--- config.mk ---
export PLATFORM = sky130hd
export DESIGN_NAME = memory_section_page_mapper
export DESIGN_NICKNAME = d
export VERILOG_FILES = /design/src/msp_pkg.sv /design/src/msp_front.sv /design/src/msp_back.sv /design/src/memory_section_page_mapper.sv
export SDC_FILE = /design/constraint.sdc
export NUM_CORES = 2
export LEC_CHECK = 0
export BUFFER_PORTS_ARGS = -buffer_cell sky130_fd_sc_hd__buf_2
export CAP_MARGIN = 20
export CORE_UTILIZATION = 51
export CTS_CLUSTER_DIAMETER = 200
export DETAILED_ROUTE_END_ITERATION = 10
export HOLD_SLACK_MARGIN = 0.08
export PLACE_DENSITY = 0.65
export SYNTH_ARGS = -nofsm -noshare
export SYNTH_HDL_FRONTEND = slang
export SYNTH_SLANG_ARGS = --single-unit
--- constraint.sdc ---
create_clock -name aclk -period 24.4 [get_ports aclk]
set_input_delay 6.1 -clock aclk [delete_from_list [all_inputs] [get_ports aclk]]
set_output_delay 6.1 -clock aclk [all_outputs]
set_load 0.1 [all_outputs]
--- src/msp_pkg.sv ---
// shared types and constants for the memory section page mapper
// holds item structs, section descriptor layout and the sequencer state type
// no dependencies
package msp_pkg;

    localparam int unsigned SECTIONS   = 4;
    localparam int unsigned SECT_W     = 2;
    localparam int unsigned REG_IDX_W  = 3;
    localparam int unsigned CFG_DATA_W = 44;
    localparam int unsigned QDEPTH     = 2;

    localparam logic [SECT_W-1:0] SECT_LAST      = SECT_W'(SECTIONS - 1);
    localparam logic [17:0]       NOT_FOUND_PAGE = 18'h3FFFF;
    localparam logic [4:0]        DIV_LAST       = 5'd31;

    // command codes on the input channel
    localparam logic [1:0] CMD_ADDR_TO_PAGE = 2'd0;
    localparam logic [1:0] CMD_PAGE_TO_ADDR = 2'd1;
    localparam logic [1:0] CMD_TOTALS       = 2'd2;

    // register index bit 0 selects base or descriptor
    localparam logic REG_KIND_DESC = 1'b1;

    // flag bit that puts a section in the flash numbering
    localparam int unsigned FLAG_FLASH = 0;

    typedef struct packed {
        logic [1:0]  cmd;
        logic [31:0] address;
        logic [31:0] access_length;
        logic [17:0] page_index;
        logic [3:0]  type_mask;
    } in_item_t;

    typedef struct packed {
        logic        status;
        logic [17:0] page_number;
        logic [3:0]  section_flags;
        logic [31:0] page_address;
        logic [23:0] page_bytes;
        logic [17:0] total_pages;
        logic [41:0] total_bytes;
    } out_item_t;

    typedef enum logic [1:0] {
        OP_A2P,
        OP_P2A,
        OP_TOT,
        OP_BAD
    } op_t;

    typedef struct packed {
        op_t         op;
        logic [31:0] address;
        logic [32:0] acc_end;
        logic [17:0] page_index;
        logic [3:0]  type_mask;
    } job_t;

    typedef struct packed {
        logic [31:0] base;
        logic [23:0] psize;
        logic [15:0] pcount;
        logic [3:0]  flags;
    } sect_t;

    typedef sect_t [SECTIONS-1:0] sect_arr_t;

    typedef enum logic [2:0] {
        ST_IDLE,
        ST_MUL,
        ST_CHK,
        ST_DIV,
        ST_AMUL,
        ST_ADD,
        ST_OUT
    } st_t;

endpackage

--- src/msp_front.sv ---
// front end: takes input items, decodes the command, forms the range end
// and holds decoded jobs in a two-entry queue for the back end; uses msp_pkg
module msp_front import msp_pkg::*; (
    input  logic     aclk,
    input  logic     aresetn,
    input  logic     s_valid,
    output logic     s_ready,
    input  in_item_t s_data,
    output logic     job_valid,
    input  logic     job_ready,
    output job_t     job_data
);

    job_t        q_reg [QDEPTH];
    logic        wr_ptr_reg, wr_ptr_next;
    logic        rd_ptr_reg, rd_ptr_next;
    logic [1:0]  cnt_reg, cnt_next;
    logic        push, pop;
    job_t        dec;

    always_comb begin
        dec.address    = s_data.address;
        dec.acc_end    = {1'b0, s_data.address} + {1'b0, s_data.access_length};
        dec.page_index = s_data.page_index;
        dec.type_mask  = s_data.type_mask;
        case (s_data.cmd)
            CMD_ADDR_TO_PAGE: dec.op = OP_A2P;
            CMD_PAGE_TO_ADDR: dec.op = OP_P2A;
            CMD_TOTALS:       dec.op = OP_TOT;
            default:          dec.op = OP_BAD;
        endcase
    end

    assign s_ready   = (cnt_reg != 2'(QDEPTH));
    assign job_valid = (cnt_reg != 2'd0);
    assign job_data  = q_reg[rd_ptr_reg];
    assign push      = s_valid && s_ready;
    assign pop       = job_valid && job_ready;

    always_comb begin
        wr_ptr_next = push ? ~wr_ptr_reg : wr_ptr_reg;
        rd_ptr_next = pop ? ~rd_ptr_reg : rd_ptr_reg;
        cnt_next    = cnt_reg + 2'(push) - 2'(pop);
    end

    always_ff @(posedge aclk) begin
        if (!aresetn) begin
            wr_ptr_reg <= 1'b0;
            rd_ptr_reg <= 1'b0;
            cnt_reg    <= 2'd0;
        end else begin
            wr_ptr_reg <= wr_ptr_next;
            rd_ptr_reg <= rd_ptr_next;
            cnt_reg    <= cnt_next;
        end
    end

    always_ff @(posedge aclk) begin
        if (push) begin
            q_reg[wr_ptr_reg] <= dec;
        end
    end

endmodule

--- src/msp_back.sv ---
// back end: walks the sections (multiply, then compare), runs a restoring
// divide for the page offset and drives the result register; uses msp_pkg
module msp_back import msp_pkg::*; (
    input  logic      aclk,
    input  logic      aresetn,
    input  sect_arr_t sect_i,
    input  logic      job_valid,
    output logic      job_ready,
    input  job_t      job_data,
    output logic      m_valid,
    input  logic      m_ready,
    output out_item_t m_data
);

    st_t              state_reg, state_next;
    job_t             job_reg, job_next;
    logic [SECT_W-1:0] idx_reg, idx_next;
    logic [17:0]      flash_run_reg, flash_run_next;
    logic [17:0]      other_run_reg, other_run_next;
    logic [17:0]      run_reg, run_next;
    logic [17:0]      tp_reg, tp_next;
    logic [41:0]      tb_reg, tb_next;
    logic [39:0]      prod_reg, prod_next;
    logic [31:0]      off_reg, off_next;
    logic [24:0]      rem_reg, rem_next;
    logic [4:0]       cnt_reg, cnt_next;
    out_item_t        res_reg, res_next;
    out_item_t        out_reg, out_next;
    logic             m_valid_reg, m_valid_next;

    sect_t            cur;
    logic             out_load;
    logic [31:0]      mul_a;
    logic [55:0]      mul_full;
    logic [40:0]      sect_end;
    logic             a2p_hit;
    logic             sect_match;
    logic [18:0]      run_sum;
    logic             p2a_hit;
    logic             is_flash;
    logic [24:0]      rem_sh;
    logic [24:0]      rem_sub;
    logic             div_ge;
    out_item_t        not_found;

    assign cur        = sect_i[idx_reg];
    assign mul_a      = (state_reg == ST_MUL) ? {16'd0, cur.pcount} : off_reg;
    assign mul_full   = {24'd0, mul_a} * {32'd0, cur.psize};
    assign sect_end   = {9'd0, cur.base} + {1'b0, prod_reg};
    assign a2p_hit    = (job_reg.address >= cur.base) && ({8'd0, job_reg.acc_end} <= sect_end);
    assign sect_match = |(cur.flags & job_reg.type_mask);
    assign run_sum    = {1'b0, run_reg} + {3'd0, cur.pcount};
    assign p2a_hit    = ({1'b0, job_reg.page_index} < run_sum);
    assign is_flash   = cur.flags[FLAG_FLASH];
    assign rem_sh     = {rem_reg[23:0], off_reg[31]};
    assign rem_sub    = rem_sh - {1'b0, cur.psize};
    assign div_ge     = (rem_sh >= {1'b0, cur.psize});

    always_comb begin
        not_found             = '0;
        not_found.status      = 1'b1;
        not_found.page_number = NOT_FOUND_PAGE;
    end

    // control outputs
    always_comb begin
        job_ready = (state_reg == ST_IDLE);
        out_load  = (state_reg == ST_OUT) && (!m_valid_reg || m_ready);
    end

    // next state
    always_comb begin
        state_next = state_reg;
        case (state_reg)
            ST_IDLE: begin
                if (job_valid) begin
                    state_next = (job_data.op == OP_BAD) ? ST_OUT : ST_MUL;
                end
            end
            ST_MUL: state_next = ST_CHK;
            ST_CHK: begin
                case (job_reg.op)
                    OP_A2P: begin
                        if (a2p_hit) begin
                            state_next = (cur.psize == 24'd0) ? ST_AMUL : ST_DIV;
                        end else begin
                            state_next = (idx_reg == SECT_LAST) ? ST_OUT : ST_MUL;
                        end
                    end
                    OP_P2A: begin
                        if (sect_match && p2a_hit) begin
                            state_next = ST_AMUL;
                        end else begin
                            state_next = (idx_reg == SECT_LAST) ? ST_OUT : ST_MUL;
                        end
                    end
                    default: state_next = (idx_reg == SECT_LAST) ? ST_OUT : ST_MUL;
                endcase
            end
            ST_DIV:  state_next = (cnt_reg == DIV_LAST) ? ST_AMUL : ST_DIV;
            ST_AMUL: state_next = ST_ADD;
            ST_ADD:  state_next = ST_OUT;
            ST_OUT:  state_next = out_load ? ST_IDLE : ST_OUT;
            default: state_next = ST_IDLE;
        endcase
    end

    // datapath
    always_comb begin
        job_next       = job_reg;
        idx_next       = idx_reg;
        flash_run_next = flash_run_reg;
        other_run_next = other_run_reg;
        run_next       = run_reg;
        tp_next        = tp_reg;
        tb_next        = tb_reg;
        prod_next      = prod_reg;
        off_next       = off_reg;
        rem_next       = rem_reg;
        cnt_next       = cnt_reg;
        res_next       = res_reg;
        out_next       = out_reg;
        m_valid_next   = m_valid_reg;
        if (m_valid_reg && m_ready) begin
            m_valid_next = 1'b0;
        end
        case (state_reg)
            ST_IDLE: begin
                if (job_valid) begin
                    job_next       = job_data;
                    idx_next       = '0;
                    flash_run_next = '0;
                    other_run_next = '0;
                    run_next       = '0;
                    tp_next        = '0;
                    tb_next        = '0;
                    res_next        = '0;
                    res_next.status = 1'b1;
                end
            end
            ST_MUL: prod_next = mul_full[39:0];
            ST_CHK: begin
                case (job_reg.op)
                    OP_A2P: begin
                        if (a2p_hit) begin
                            run_next = is_flash ? flash_run_reg : other_run_reg;
                            off_next = (cur.psize == 24'd0) ? 32'd0 : job_reg.address - cur.base;
                            rem_next = '0;
                            cnt_next = '0;
                        end else begin
                            if (is_flash) begin
                                flash_run_next = flash_run_reg + {2'd0, cur.pcount};
                            end else begin
                                other_run_next = other_run_reg + {2'd0, cur.pcount};
                            end
                            idx_next = idx_reg + SECT_W'(1);
                            res_next = not_found;
                        end
                    end
                    OP_P2A: begin
                        if (sect_match && p2a_hit) begin
                            off_next = {14'd0, job_reg.page_index - run_reg};
                        end else begin
                            if (sect_match) begin
                                run_next = run_sum[17:0];
                            end
                            idx_next = idx_reg + SECT_W'(1);
                            res_next = not_found;
                        end
                    end
                    default: begin
                        if (sect_match) begin
                            tp_next = tp_reg + {2'd0, cur.pcount};
                            tb_next = tb_reg + {2'd0, prod_reg};
                        end
                        idx_next             = idx_reg + SECT_W'(1);
                        res_next             = '0;
                        res_next.total_pages = tp_next;
                        res_next.total_bytes = tb_next;
                    end
                endcase
            end
            ST_DIV: begin
                // one quotient bit per cycle, dividend shifts out of off_reg
                rem_next = div_ge ? rem_sub : rem_sh;
                off_next = {off_reg[30:0], div_ge};
                cnt_next = cnt_reg + 5'd1;
            end
            ST_AMUL: prod_next = mul_full[39:0];
            ST_ADD: begin
                res_next               = '0;
                res_next.status        = 1'b0;
                res_next.page_number   = (job_reg.op == OP_A2P) ? run_reg + off_reg[17:0]
                                                                : job_reg.page_index;
                res_next.section_flags = cur.flags;
                res_next.page_address  = cur.base + prod_reg[31:0];
                res_next.page_bytes    = cur.psize;
            end
            ST_OUT: begin
                if (out_load) begin
                    out_next     = res_reg;
                    m_valid_next = 1'b1;
                end
            end
            default: ;
        endcase
    end

    always_ff @(posedge aclk) begin
        if (!aresetn) begin
            state_reg   <= ST_IDLE;
            m_valid_reg <= 1'b0;
        end else begin
            state_reg   <= state_next;
            m_valid_reg <= m_valid_next;
        end
    end

    always_ff @(posedge aclk) begin
        job_reg       <= job_next;
        idx_reg       <= idx_next;
        flash_run_reg <= flash_run_next;
        other_run_reg <= other_run_next;
        run_reg       <= run_next;
        tp_reg        <= tp_next;
        tb_reg        <= tb_next;
        prod_reg      <= prod_next;
        off_reg       <= off_next;
        rem_reg       <= rem_next;
        cnt_reg       <= cnt_next;
        res_reg       <= res_next;
        out_reg       <= out_next;
    end

    assign m_valid = m_valid_reg;
    assign m_data  = out_reg;

endmodule

--- src/memory_section_page_mapper.sv ---
// memory section page mapper top level: section registers, front end, back end
// depends on msp_pkg, msp_front and msp_back
//
// usage:
//   s_valid/s_ready/s_data carry command items (address to page, page to
//   address, mask totals); m_valid/m_ready/m_data carry one result item each.
//   cfg_we/cfg_index/cfg_data write the base or the descriptor of one
//   of four sections, with no read-back; write only while the block is idle.
// sequence:
//   an item is registered in the front queue, then the back sequencer
//   visits the sections, each with a multiply state, then a compare state.
//   address to page on a hit adds a restoring divide for the page offset
//   (skipped for a zero page size), then the page address multiply and
//   add; page to address adds the multiply and add only. a last state
//   loads the result register. items are worked one at a time; the
//   two-entry queue keeps taking items while the back end is busy.
// reset:
//   aresetn (synchronous, active low) clears all section registers, empties
//   the queue and drops m_valid. a stalled m_ready holds the result register
//   and the back end waits with its next result, the queue fills, then
//   s_ready drops.
module memory_section_page_mapper import msp_pkg::*; (
    input  logic                  aclk,
    input  logic                  aresetn,
    input  logic                  s_valid,
    output logic                  s_ready,
    input  in_item_t              s_data,
    output logic                  m_valid,
    input  logic                  m_ready,
    output out_item_t             m_data,
    input  logic                  cfg_we,
    input  logic [REG_IDX_W-1:0]  cfg_index,
    input  logic [CFG_DATA_W-1:0] cfg_data
);

    logic [31:0]           base_reg [SECTIONS];
    logic [43:0]           desc_reg [SECTIONS];
    sect_arr_t             sect;
    logic [SECT_W-1:0]     cfg_sect;
    logic                  job_valid;
    logic                  job_ready;
    job_t                  job_data;

    assign cfg_sect = cfg_index[REG_IDX_W-1:1];

    always_ff @(posedge aclk) begin
        if (!aresetn) begin
            for (int i = 0; i < SECTIONS; i++) begin
                base_reg[i] <= '0;
                desc_reg[i] <= '0;
            end
        end else if (cfg_we) begin
            if (cfg_index[0] == REG_KIND_DESC) begin
                desc_reg[cfg_sect] <= cfg_data;
            end else begin
                base_reg[cfg_sect] <= cfg_data[31:0];
            end
        end
    end

    always_comb begin
        for (int i = 0; i < SECTIONS; i++) begin
            sect[i].base   = base_reg[i];
            sect[i].psize  = desc_reg[i][23:0];
            sect[i].pcount = desc_reg[i][39:24];
            sect[i].flags  = desc_reg[i][43:40];
        end
    end

    msp_front u_front (
        .aclk      (aclk),
        .aresetn   (aresetn),
        .s_valid   (s_valid),
        .s_ready   (s_ready),
        .s_data    (s_data),
        .job_valid (job_valid),
        .job_ready (job_ready),
        .job_data  (job_data)
    );

    msp_back u_back (
        .aclk      (aclk),
        .aresetn   (aresetn),
        .sect_i    (sect),
        .job_valid (job_valid),
        .job_ready (job_ready),
        .job_data  (job_data),
        .m_valid   (m_valid),
        .m_ready   (m_ready),
        .m_data    (m_data)
    );

endmodule
== Word-level counts from Yosys, hierarchy flattened ==
Memories as Yosys holds them, arrays and structs flattened. A register that Yosys moved wholly into a read port is not among the register bits.
Index checks and enable logic that the tools add are counted.
Storage, ports and cells
  input port bits: 140
  RAM bits: 482
  bits in registers: 592
  output and inout bits: 141
  word-level logic and storage cells: 200
  memories: 3
Cells by class
  magnitude comparators: 5
  bitwise gates (word level): 3
  multipliers: 1
  reductions and logical operators: 31
  eq/ne operators: 26
  mux-type cells: 81
  add/sub/neg operators: 16
Memories
  u_front.q_reg: depth 2, width 89, read ports 1, clocked after Yosys merged registers in 1, write ports 1, line msp_front.sv:14  | job_t q_reg [QDEPTH];
  desc_reg: depth 4, width 44, read ports 4, clocked after Yosys merged registers in 0, write ports 4, line memory_section_page_mapper.sv:37  | logic [43:0] desc_reg [SECTIONS];
  base_reg: depth 4, width 32, read ports 4, clocked after Yosys merged registers in 0, write ports 4, line memory_section_page_mapper.sv:36  | logic [31:0] base_reg [SECTIONS];
Operators with widths (count)
  $mux W139: 3
  $pmux W139 S3: 1
  $pmux W139 S2: 1
  $mux W18: 14
  $pmux W18 S2: 5
  $mux W32: 5
  $bmux W76 S2: 1
  $pmux W32 S2: 2
  $mux W42: 3
  $pmux W42 S2: 1
  $mux W76: 1
  $mux W24: 3
  $add A18 B16 Y18: 3
  $pmux W24 S2: 1
  $mux W44: 1
  $reduce_or A44 Y1: 1
  $add A42 B40 Y42: 1
  $add A32 B40 Y41: 1
  $le A33 B41 Y1: 1
  $mul A32 B24 Y40: 1
  $add A32 B32 Y33: 1
  $add A32 B32 Y32: 1
  $ge A32 B32 Y1: 1
  $reduce_or A32 Y1: 1
  other kinds (49): 109

== Longest topological paths before layout ==
An unclocked memory read counts as a cell.
  depth after elaboration: 9
  depth in mapped cells: 35
  depth with buffers taken out: 31

== Cells and area by module ==
From an unflattened synthesis, not the netlist that was laid out.
Unflattened totals
  cells, all modules: 6752
  area, all modules: 74152.4 um2
By module, submodules not included
  msp_back: seq. area each 17616.9 um2, cells an instance 5473, area each 54752.5 um2, times used 1
  memory_section_page_mapper: seq. area each 9128.8 um2, cells an instance 720, area each 10921.7 um2, times used 1
  msp_front: seq. area each 5445.2 um2, cells an instance 559, area each 8478.1 um2, times used 1

== Worst setup path after synthesis ==
No wires, ideal clock.
  kind: reg2reg
  start point: register u_back.idx_reg[0]
  end point: register u_back.res_reg[0] (netlist bit), enable pin
  setup time: 842 ps
  cell stages (with the launch flop): 30
  buffers on the path: 5
  required time: 23558 ps
  data arrival time: 17108 ps
  clock period less this slack: 17951 ps
  slack: 6449 ps
  cells stage by stage: edfxtp_1 -> clkbuf_1 -> buf_2 -> buf_1 -> buf_1 -> buf_1 -> mux4_2 -> ha_1 -> fa_1 -> a211oi_1 -> o211ai_1 -> a311oi_2 -> o21ai_0 -> nand2_1 -> nor2_1 -> nor2_1 -> o21ai_0 -> a21oi_1 -> xor2_1 -> ha_1 -> nand4_1 -> nor4_1 -> nand3_1 -> o211ai_1 -> nor4_1 -> nand4_1 -> a2111oi_4 -> nor2b_2 -> nor3b_1 -> a211oi_1
On the way
  word-level cells in the longest chain between the ends: 7
  elaborated cells on any way between the ends: 14
  classes of those cells: add/sub (2); order compare (3); eq/ne (2); mux (2); bitwise (1); reduce/logical (4)
Ends and longest elaborated chain
  start: declaration: line msp_back.sv:17  | logic [SECT_W-1:0] idx_reg, idx_next;
  start signal: assignment: line msp_back.sv:221  | idx_reg <= idx_next;
  $bmux W76 S2 (*): line msp_back.sv:46  | assign cur = sect_i[idx_reg];
  $mux W76 (not written as such) (*): line msp_back.sv:46
  $add A32 B40 Y41 (tied with other cells): line msp_back.sv:49  | assign sect_end = {9'd0, cur.base} + {1'b0, prod_reg};
  $le A33 B41 Y1 (tied with other cells): line msp_back.sv:50  | assign a2p_hit = (job_reg.address >= cur.base) && ({8'd0, job_reg.acc_end} <= sect_end);
  $logic_and A1 B1 Y1, on equally long branches: line msp_back.sv:50, msp_back.sv:161
  $ne A3 B3 Y1 (no source line)
  $reduce_and A4 Y1 (no source line) (*)
  end signal: assignment: line msp_back.sv:231  | res_reg <= res_next;
  end: declaration: line msp_back.sv:27  | out_item_t res_reg, res_next;
Mark *: on every way between the ends. The rest lies on a longest branch, timed or not. The select of a mux whose other input is x is not followed.
A chain may end at the register's enable or synchronous reset.

== Worst setup path after layout ==
  start point: register u_back.idx_reg[1]
  end point: register u_back.prod_reg[39] (data pin)
On the way
  word-level cells in the longest chain between the ends: 4
Ends and longest elaborated chain
  $bmux W76 S2 (*): line msp_back.sv:46
  $mux W76 (not written as such) (*): line msp_back.sv:46
  $mux W32: line msp_back.sv:47  | assign mul_a = (state_reg == ST_MUL) ? {16'd0, cur.pcount} : off_reg;
  $mul A32 B24 Y40 (*): line msp_back.sv:48  | assign mul_full = {24'd0, mul_a} * {32'd0, cur.psize};
  named net u_back.mul_full[39]: line msp_back.sv:34  | logic [55:0] mul_full;
  end signal: assignment: line msp_back.sv:227  | prod_reg <= prod_next;
  end: declaration: line msp_back.sv:23  | logic [39:0] prod_reg, prod_next;
The timed path passes the listed nets; every way through them passes the cells marked *. The select of a mux whose other input is x is not followed.

==> flow_summary.yaml <==
global_route:
  largest_net_degree_at_the_start_of_global_routing: 140
  number_of_global_route_vias_before_repair: 51434
  globalRouteTotalUtil: 0.304
  first_pass_grt_wire_length_mm: 328
  overflow_left_after_global_routing: 0
  antenna_found_initial: 13
cells_and_area:
  layout.cells.most_common_list: "1066 x sky130_fd_sc_hd__edfxtp_1, 865 x sky130_fd_sc_hd__nor2_1, 830 x sky130_fd_sc_hd__inv_1, 734 x sky130_fd_sc_hd__nand2_1, 552 x sky130_fd_sc_hd__fa_1"
  drive_gt1_frac: 0.109
  seqCellArea_sq_mm: 0.0322
  multi_input_area_sq_mm: 0.0376
  finalNetCount: 8098
  finalCoreUtilization: 0.566
  layout-area-overhead-vs-synth_pct: 10.1
  layout.cells.most_common: "sky130_fd_sc_hd__edfxtp_1"
  nFillCells: 12223
  largest_register_ffs: 178
route:
  drtIter0Drc: 5042
  detail-route-antenna-nets: 0
  vias: 52515
  drc_errors: 0
  detail_route.wirelength_mm: 222
  drt-vias-per-instance: 5.84
  initial_drt_pass_iterations: 6
  routed_wire_length_per_instance_um: 24.7
clock_tree:
  cts_setup_buffers: 0
  hold_buffers: 0
  root_buffer: "sky130_fd_sc_hd__clkbuf_16"
  ctsHtreeMaxLevel: 3
  clkSlewWorstSetupHoldPaths_ns: 0.06
  clockBufferDepth: 3
  tritoncts: "done"
  cts_buf_count: 112
  cts.repair.resized: 0
  clkSinkCount: 1075
  worstSkewPairLatency_ns: 0.75
synthesis:
  synth.cell_area_sq_mm: 0.0737
  mappedNetlistNets: 7876
  synth_warnings: 0
  synth-adder-area-share: 0.222
  yosysTopAreaCellShare: 0.434
  number_of_flops_mapped_to_enable_cells_by_yosys: 1066
  xor_xnor_share_of_the_synthesized_area: 0.0326
  post_synthesis_compound_gate_area_fraction: 0.0858
  synth_mux_area_frac: 0.0450
  synth_top_family_by_area: "adder cells"
  synth_cell_types: 82
  mean_area_per_synthesized_cell_sq_um: 10.9
  async_reset_ff_frac: 0
  synthesized_instance_count: 6760
  synth_area_leaders: "sky130_fd_sc_hd__edfxtp_1 43%, sky130_fd_sc_hd__fa_1 15%, sky130_fd_sc_hd__ha_1 7.2%"
  postSynthRegisterBits: 1075
  yosysTopAreaCell: "sky130_fd_sc_hd__edfxtp_1"
  synth_simple_gate_area_frac: 0.122
  synth-seq-area-share: 0.437
  synth_ff_type: "sky130_fd_sc_hd__edfxtp_1"
placement:
  dpl.hpwl_mm: 167
  numPortBuffers: 280
  place_congestion: 1.02
setup_path:
  worstSetupPathType: "flop to flop"
  timing.critical_path.from_type: "flop"
  max_stage_delay_ns: 0.65
  worstPathMaxFanout: 50
  worst_path_max_delay_cell: "sky130_fd_sc_hd__buf_4"
  end_kind: "flop"
  timing.critical_path.required_ns: 24.83
  timing.critical_path.arrival_ns: 10.22
sta:
  fin_setup_tns_ns: 0
  pin_slew_with_the_least_headroom_to_its_limit_ns: 1.21
  finalSetupViolations: 0
  layout_skew_ns: 0.0674
  slew-limit-headroom: 0.187
  post-route-min-period_ns: 9.79
  rsz0062_at_grt: "false"
  final-hold-violation-count: 0
  slew_viol_final: 0
  max_freq_mhz: 102
  min_period_over_period: 0.401
die:
  initial_standard_cell_utilization_of_the_core: 0.514
  dieHeight_um: 382
  die-area_sq_mm: 0.146
  floorplan.core_area_sq_mm: 0.143
  die_w_um: 382
  num_rows: 139
  design.portCount: 281
run_status:
  outcome: "finished clean"
run:
  max-cap-violations: 0
hold_path:
  class_of_the_most_critical_hold_timing_path: "flop to flop"
layout make-up:
type | count | area share
clock inverters | 72 | 0.00967
clock buffers | 133 | 0.0360
inverters | 838 | 0.0388
diodes | 12 | 0.000370
well taps | 1903 | 0.0293
flip-flops and latches | 1075 | 0.397
multi-input cells | 4581 | 0.463
repair buffers | 374 | 0.0263
final timing paths:
path / startpoint / endpoint / slack [ns] / depth (start not counted)
setup / recovery: u_back.idx_reg[1] / u_back.prod_reg[39] / 14.61 / 31
setup reg to reg: u_back.idx_reg[1] / u_back.prod_reg[39] / 14.61 / 31
hold / removal: u_back.res_reg[84] / u_back.m_data[84] / 0.42 / 0
hold reg to reg: u_back.res_reg[84] / u_back.m_data[84] / 0.42 / 0
per-stage QoR:
step,setup WS [ns],area [sq um],hold WS [ns],std cells
floorplan,6.45,73700,0.400,6760
global placement,14.75,77400,0.401,8770
detailed placement,14.71,77400,0.405,8771
CTS,14.68,81100,0.418,8976
global route,14.10,81100,0.417,8976
finish,14.61,81200,0.416,8988
worst max-delay path, delay by kind of cell, from the launching register on:
family | cells | cell delay [ns]
buffers and inverters | 8 | 1.01
flip-flops | 1 | 0.64
AND/OR/NAND/NOR | 4 | 1.04
multiplexers | 1 | 0.64
XOR/XNOR | 1 | 0.08
AO/OA/AOI/OAI | 9 | 2.16
adder cells (fa/ha/maj) | 8 | 3.90
layer usage:
metal,vias to the layer above,track usage,share of wire
met3,401,0.0474,0.084
met5,-,0,0.00016
met2,2361,0.484,0.47
met4,6,0.113,0.038
li1,23474,-,-
met1,26273,0.421,0.41
cell usage after synthesis, types with 86 or more instances:
library cell and n:
sky130_fd_sc_hd__nand2_1 737, sky130_fd_sc_hd__mux2_2 102, sky130_fd_sc_hd__mux2i_1 86, sky130_fd_sc_hd__o21ai_0 193
sky130_fd_sc_hd__ha_1 424, sky130_fd_sc_hd__edfxtp_1 1066, sky130_fd_sc_hd__fa_1 552, sky130_fd_sc_hd__inv_1 830
sky130_fd_sc_hd__a21o_1 95, sky130_fd_sc_hd__a21oi_1 302, sky130_fd_sc_hd__xnor2_1 182, sky130_fd_sc_hd__nor2_1 873
sky130_fd_sc_hd__clkbuf_1 220, sky130_fd_sc_hd__xor2_1 92
cells by family (layout without fill, tap and decap cells):
family                     count (synthesis)  in the layout
AOI/OAI and AO/OA                        987            987
xor gates and xnor gates                 274            274
adders and majority gates                976            976
buffers and inverters                   1104           1417
DFF                                     1075           1075
muxes                                    246            246
other                                      0             12
and+or+nand+nor                         2098           2098
Power is not shown: default switching activity piles up to over one toggle a cycle in this logic, so the estimate is an artifact.
